File: src/rtl/ppc_pkg.sv
// Package for planar pose compounding: payload structs, fixed-point formats,
// angle constants and the arctangent table. Used by every module of the block.
`default_nettype none

package ppc_pkg;

  localparam int FRACTION_BITS   = 16;
  localparam int ROTATION_STAGES = 16;
  localparam int MAX_STAGES      = 30;
  localparam int CORDIC_STAGES   =
      (ROTATION_STAGES > MAX_STAGES) ? MAX_STAGES : ROTATION_STAGES;

  // input register, four reduction stages, rotation stages plus sign stage,
  // product stage and rounding stage
  localparam int PIPE_STAGES = CORDIC_STAGES + 8;

  localparam int ANG_SHIFT   = 30 - FRACTION_BITS;
  localparam int RECIP_SHIFT = 32 + FRACTION_BITS;
  localparam int Q_W         = 32 - FRACTION_BITS;
  localparam int QM_W        = Q_W + 34;
  localparam int REM_W       = 36;
  localparam int ANGLE_W     = 32;
  localparam int TRIG_W      = 33;
  localparam int Z_W         = 33;
  localparam int PROD_W      = 32 + TRIG_W;
  localparam int SUM_W       = PROD_W + 1;
  localparam int RND_W       = SUM_W - 30;
  localparam int ACC_W       = RND_W + 1;

  localparam logic OP_TRANSPOSED = 1'b0;
  localparam logic OP_STANDARD   = 1'b1;

  localparam logic [32:0] ANG_TWO_PI        = 33'd6746518852;
  localparam logic [32:0] ANG_PI            = 33'd3373259426;
  localparam logic [32:0] ANG_HALF_PI       = 33'd1686629713;
  localparam logic [32:0] ANG_THREE_HALF_PI = 33'd5059889139;
  localparam logic [29:0] CORDIC_GAIN       = 30'd652032874;

  localparam logic [63:0]             RECIP_WIDE =
      64'h4000_0000_0000_0000 / {31'd0, ANG_TWO_PI};
  localparam logic signed [30:0]      RECIP_MUL  = {1'b0, RECIP_WIDE[29:0]};
  localparam logic signed [33:0]      TWO_PI_MUL = {1'b0, ANG_TWO_PI};
  localparam logic signed [REM_W-1:0] TWO_PI_REM = REM_W'(ANG_TWO_PI);
  localparam logic signed [SUM_W-1:0] ROUND_HALF = SUM_W'(64'd1 << 29);

  localparam logic signed [ACC_W-1:0] SAT_MAX = ACC_W'(64'sd2147483647);
  localparam logic signed [ACC_W-1:0] SAT_MIN = ACC_W'(-64'sd2147483648);

  typedef struct packed {
    logic               opcode;
    logic signed [31:0] pose_x;
    logic signed [31:0] pose_y;
    logic signed [31:0] pose_heading;
    logic signed [31:0] step_x;
    logic signed [31:0] step_y;
    logic signed [31:0] step_heading;
  } ppc_in_t;

  typedef struct packed {
    logic signed [31:0] new_x;
    logic signed [31:0] new_y;
    logic signed [31:0] new_heading;
    logic               saturated;
  } ppc_out_t;

  function automatic logic [31:0] atan_q30(input logic [4:0] idx);
    logic [31:0] v;
    case (idx)
      5'd0:    v = 32'h3243F6A8;
      5'd1:    v = 32'h1DAC6705;
      5'd2:    v = 32'h0FADBAFC;
      5'd3:    v = 32'h07F56EA6;
      5'd4:    v = 32'h03FEAB76;
      5'd5:    v = 32'h01FFD55B;
      5'd6:    v = 32'h00FFFAAA;
      5'd7:    v = 32'h007FFF55;
      5'd8:    v = 32'h003FFFEA;
      5'd9:    v = 32'h001FFFFD;
      5'd10:   v = 32'h000FFFFF;
      5'd11:   v = 32'h0007FFFF;
      5'd12:   v = 32'h0003FFFF;
      5'd13:   v = 32'h0001FFFF;
      5'd14:   v = 32'h0000FFFF;
      5'd15:   v = 32'h00007FFF;
      5'd16:   v = 32'h00003FFF;
      5'd17:   v = 32'h00001FFF;
      5'd18:   v = 32'h00000FFF;
      5'd19:   v = 32'h000007FF;
      5'd20:   v = 32'h000003FF;
      5'd21:   v = 32'h000001FF;
      5'd22:   v = 32'h000000FF;
      5'd23:   v = 32'h0000007F;
      5'd24:   v = 32'h0000003F;
      5'd25:   v = 32'h0000001F;
      5'd26:   v = 32'h0000000F;
      5'd27:   v = 32'h00000008;
      5'd28:   v = 32'h00000004;
      5'd29:   v = 32'h00000002;
      default: v = 32'h00000000;
    endcase
    return v;
  endfunction

endpackage

`default_nettype wire

File: src/rtl/ppc_angle_reduce.sv
// Heading reduction: modulo 2*pi by reciprocal multiply with correction, then
// fold to [-pi/2, pi/2] with a sign flag. Depends on ppc_pkg.
`default_nettype none

module ppc_angle_reduce (
  input  logic                                clk_i,
  input  logic [3:0]                          en_i,
  input  ppc_pkg::ppc_in_t                    data_i,
  output logic signed [ppc_pkg::ANGLE_W-1:0]  angle_o,
  output logic                                neg_o,
  output ppc_pkg::ppc_in_t                    data_o
);

  logic signed [62:0]                  hprod;
  logic signed [ppc_pkg::Q_W-1:0]      quo_d, quo_q;
  ppc_pkg::ppc_in_t                    pl1_q, pl2_q, pl3_q, pl4_q;

  logic signed [ppc_pkg::REM_W-1:0]    head_ext, head_sh, rem_d, rem_q;
  logic signed [ppc_pkg::QM_W-1:0]     qm;

  logic [32:0]                         r0_d, r0_q;

  logic [32:0]                         sub;
  logic signed [33:0]                  diff;
  logic signed [ppc_pkg::ANGLE_W-1:0]  angle_d, angle_q;
  logic                                neg_d, neg_q;

  assign hprod = data_i.pose_heading * ppc_pkg::RECIP_MUL;
  assign quo_d = ppc_pkg::Q_W'(hprod >>> ppc_pkg::RECIP_SHIFT);

  assign head_ext = ppc_pkg::REM_W'(pl1_q.pose_heading);
  assign head_sh  = head_ext <<< ppc_pkg::ANG_SHIFT;
  assign qm       = quo_q * ppc_pkg::TWO_PI_MUL;
  assign rem_d    = head_sh - $signed(qm[ppc_pkg::REM_W-1:0]);

  always_comb begin
    if (rem_q[ppc_pkg::REM_W-1]) begin
      r0_d = 33'(rem_q + ppc_pkg::TWO_PI_REM);
    end else if (rem_q >= ppc_pkg::TWO_PI_REM) begin
      r0_d = 33'(rem_q - ppc_pkg::TWO_PI_REM);
    end else begin
      r0_d = 33'(rem_q);
    end
  end

  always_comb begin
    if (r0_q <= ppc_pkg::ANG_HALF_PI) begin
      sub   = 33'd0;
      neg_d = 1'b0;
    end else if (r0_q < ppc_pkg::ANG_THREE_HALF_PI) begin
      sub   = ppc_pkg::ANG_PI;
      neg_d = 1'b1;
    end else begin
      sub   = ppc_pkg::ANG_TWO_PI;
      neg_d = 1'b0;
    end
    diff    = $signed({1'b0, r0_q}) - $signed({1'b0, sub});
    angle_d = diff[ppc_pkg::ANGLE_W-1:0];
  end

  always_ff @(posedge clk_i) begin
    if (en_i[0]) begin
      quo_q <= quo_d;
      pl1_q <= data_i;
    end
    if (en_i[1]) begin
      rem_q <= rem_d;
      pl2_q <= pl1_q;
    end
    if (en_i[2]) begin
      r0_q  <= r0_d;
      pl3_q <= pl2_q;
    end
    if (en_i[3]) begin
      angle_q <= angle_d;
      neg_q   <= neg_d;
      pl4_q   <= pl3_q;
    end
  end

  assign angle_o = angle_q;
  assign neg_o   = neg_q;
  assign data_o  = pl4_q;

endmodule

`default_nettype wire

File: config.mk
export PLATFORM = sky130hd
export DESIGN_NAME = ppc_angle_reduce
export DESIGN_NICKNAME = d
export VERILOG_FILES = /design/src/rtl/ppc_pkg.sv /design/src/rtl/ppc_angle_reduce.sv
export SDC_FILE = /design/constraint.sdc
export NUM_CORES = 2
export LEC_CHECK = 0
export ABC_CLOCK_PERIOD_IN_PS = 13000
export BUFFER_PORTS_ARGS = -buffer_cell sky130_fd_sc_hd__buf_2
export CORE_AREA = 2 2 364 258
export CTS_BUF_LIST = sky130_fd_sc_hd__clkbuf_2
export CTS_CLUSTER_SIZE = 12
export DETAILED_ROUTE_END_ITERATION = 7
export DIE_AREA = 0 0 366 260
export PLACE_DENSITY = 0.77
export SLEW_MARGIN = 20
export SYNTH_ARGS = -nofsm -noshare
export SYNTH_HDL_FRONTEND = slang
export SYNTH_SLANG_ARGS = --single-unit
File: constraint.sdc
create_clock -name clk_i -period 13 [get_ports clk_i]
set_input_delay 0.65 -clock clk_i [delete_from_list [all_inputs] [get_ports clk_i]]
set_output_delay 0.65 -clock clk_i [all_outputs]
set_load 0.01 [all_outputs]
==> results.yml <==
worst_setup_path:
  crit_path_max_incr_delay_ns: 0.71
  end_kind: "register"
  worstSetupPathType: "reg2reg"
  cp.required_ns: 14.15
  crit_slowest_cell: "edfxtp_1"
  worstPathArrival_ns: 9.44
  critical_path.max_fanout: 9
  startpoint_type: "register"
synth:
  synth_fp_nets: 5238
  yosys_warnings: 0
  yosysTopAreaCellShare_pct: 48.6
  synth_top_area_cell: "edfxtp_1"
  yosys_register_bits: 884
  avgSynthCellArea_sq_um: 13.7
  ys_async_sr_fraction_pct: 0
  yosysUniqueCellTypes: 98
  syn_area_sq_um: 54600
  synth_edf_count: 884
  synth_seq_area_share_pct: 48.6
  synth_ff_type: "edfxtp_1"
  synth.area.top_cells: "edfxtp_1 49%, fa_1 21%, ha_1 11%, inv_1 6.7%, xnor2_1 1.7%"
  syn_inst: 3980
floorplan:
  dieWidth_um: 366
  die_height_um: 260
  die_area_sq_um: 95200
  num_rows: 93
  core_area_sq_um: 91500
  start_util_pct: 59.7
  io_pins: 424
timing:
  finalSetupTns_ns: 0
  skew_ns: 0.170
  tightest_slew_ns: 1.03
  fmax_ghz: 0.121
  hold_viol: 0
  slew_headroom_pct: 31.2
  drv_slew: 0
  period_minus_slack_ns: 8.29
  setup_viol_count_final: 0
  rsz0062_at_grt: "false"
  fin_crit_sh_pct: 63.8
detailed_routing:
  drc: 0
  drtIter0Drc: 3554
  viasPerCell: 5.33
  wl_per_cell_um: 21.6
  drtPass1Iterations: 8
  drt-total-wl_mm: 136
  vias: 33709
  ant_nets: 0
global_routing:
  grt_max_degree: 102
  track_usage_pct: 29.4
  antenna_found_initial: 10
  gr-total-overflow: 0
  grt_pass1_vias: 35431
  grt_pass1_wl_mm: 210
clock_network:
  cts_resized: 0
  clk_pin_slew_ns: 0.13
  numCtsBuffers: 197
  clkSinkCount: 884
  clk_latency_ns: 1.46
  cts_root_buf: "clkbuf_2"
  cts_max_level: 4
  cts_buffer_depth: 3
  cts_tree: "yes"
place:
  gp_congestion: 0.963
  io_buffers: 422
  hpwl_mm: 99.4
cells_and_area:
  drive_gt1_share_pct: 16.0
  fin_nets: 6186
  regArea_sq_um: 26500
  nFillCells: 6418
  multiInputGateArea_sq_um: 24200
  area_delta_synth_final_pct: 16.6
worst_hold_path:
  hp-class: "in2reg"
status:
  status: "finished, final reports clean"
run:
  maxCapViolations: 0
## flip-flops by register name, indices dropped and copies added, names as in the netlist
name      cells
data_o      193
pl2_q       193
pl3_q       193
pl1_q       161
rem_q        34
head_ext     32
angle_o      31
r0_q         31
quo_q        15
neg_o         1
## synth_stat cells, drive strengths merged, types with 5 or more instances
| cell | number |
|---|---|
| fa | 568 |
| nor4 | 21 |
| nand2 | 88 |
| and3 | 13 |
| a21oi | 109 |
| xor2 | 55 |
| a211oi | 28 |
| a31oi | 22 |
| or3 | 13 |
| clkbuf | 33 |
| mux2i | 5 |
| buf | 11 |
| o21a | 15 |
| xnor2 | 105 |
| o211ai | 20 |
| or2 | 13 |
| inv | 979 |
| o21bai | 20 |
| and2 | 9 |
| nand4 | 26 |
| o2111ai | 5 |
| o41ai | 15 |
| o31ai | 21 |
| edfxtp | 884 |
| ha | 492 |
| a211o | 6 |
| nor2 | 79 |
| a31o | 8 |
| o21ai | 70 |
| nand2b | 17 |
| nand3 | 41 |
| nor3 | 32 |
| nor2b | 10 |
| a2111oi | 6 |
| a21o | 67 |
| a21boi | 7 |
## placed cells by master, fill, tap and decap left out, types with 8 or more instances in the layout
cell	count
buf_2	417
clkbuf_2	300
a21oi_1	106
a21o_1	62
or3_1	11
o41ai_1	12
edfxtp_1	884
o31ai_1	20
inv_1	979
dlygate4sd3_1	358
nor4_1	20
nand3_1	41
a31oi_1	22
o21a_1	14
o211ai_1	19
fa_1	568
a211oi_1	28
or2_2	10
nor2b_1	10
buf_4	14
o21bai_1	20
xor2_1	54
nand4_1	26
nand2_1	88
nor3_1	32
ha_1	492
and3_1	12
diode_2	9
xnor2_1	105
clkinv_2	8
o21ai_0	64
nor2_1	79
clkinv_1	27
nand2b_1	17
## cell families (layout without fill, tap and decap cells)
family	Yosys count	count (layout)	synth area share, %
fa+ha+maj	1060	1060	32.1
compound gates	462	462	5.92
flops	884	884	48.6
buf+inv	1024	2122	7.10
xor+xnor	161	161	2.62
simple gates	383	383	3.59
mux	5	5	0.0916
other cells	1	10	0.00686
## worst max-delay path: cells and delay by family (launching register included)
family	cells	cell delay (ns)
buffers and inverters	5	0.44
XOR/XNOR	2	0.32
AND/OR/NAND/NOR	5	0.96
adder cells (fa/ha/maj)	8	3.54
flip-flops	1	0.71
AO/OA/AOI/OAI	11	2.10
## worst paths after layout
| path | from | end | slack [ns] | cells after the start |
|---|---|---|---|---|
| worst max register to register | quo_q[0] | rem_q[33] | 4.71 | 31 |
| worst max-delay path | quo_q[0] | rem_q[33] | 4.71 | 31 |
| worst min register to register | pl2_q[54] | pl3_q[54] | 0.35 | 0 |
| worst min-delay path | data_i[99] | head_ext[3] | 0.23 | 2 |
## through the flow
stage / area [sq um] / setup slack, ns / hold WS, ns / instances / utilization (%)
after CTS: 63700 / 4.69 / 0.00242 / 6313 / 69.6
after global placement: 58200 / 4.60 / 0.400 / 5606 / 63.7
after global routing: 63700 / 4.06 / 0.0935 / 6318 / 69.7
final: 63700 / 4.71 / 0.234 / 6322 / 69.7
after floorplan: 54600 / 5.57 / 0.400 / 3980 / -
after detailed placement: 58200 / 4.39 / 0.405 / 5606 / 63.7
## final cells by class
type | count | share of cell area [%]
Clock buffer | 300 | 2.36
Tap cell | 1235 | 2.42
Sequential cell | 884 | 41.7
Antenna cell | 9 | 0.0353
Clock inverter | 49 | 0.601
Multi-Input combinational cell | 2072 | 38.0
Inverter | 980 | 5.77
Timing Repair Buffer | 793 | 9.16
## what timing repair did
| item | in CTS | in global routing |
|---|---|---|
| endpoints found under the hold margin | 551 | 0 |
| hold buffers | 358 | 0 |
| buffers inserted | 0 | 0 |
## per-layer routing
| metal | up-vias | GRT usage [%] | part of all wire [%] |
|---|---|---|---|
| met3 | 169 | 8.39 | 9.8 |
| met1 | 16689 | 41.9 | 43 |
| li1 | 15383 | - | - |
| met4 | 4 | 7.73 | 2.0 |
| met2 | 1464 | 44.9 | 45 |
| met5 | - | 0 | 0.078 |
Power is not shown: default switching activity piles up to over one toggle a cycle in this logic, so the estimate is an artifact.
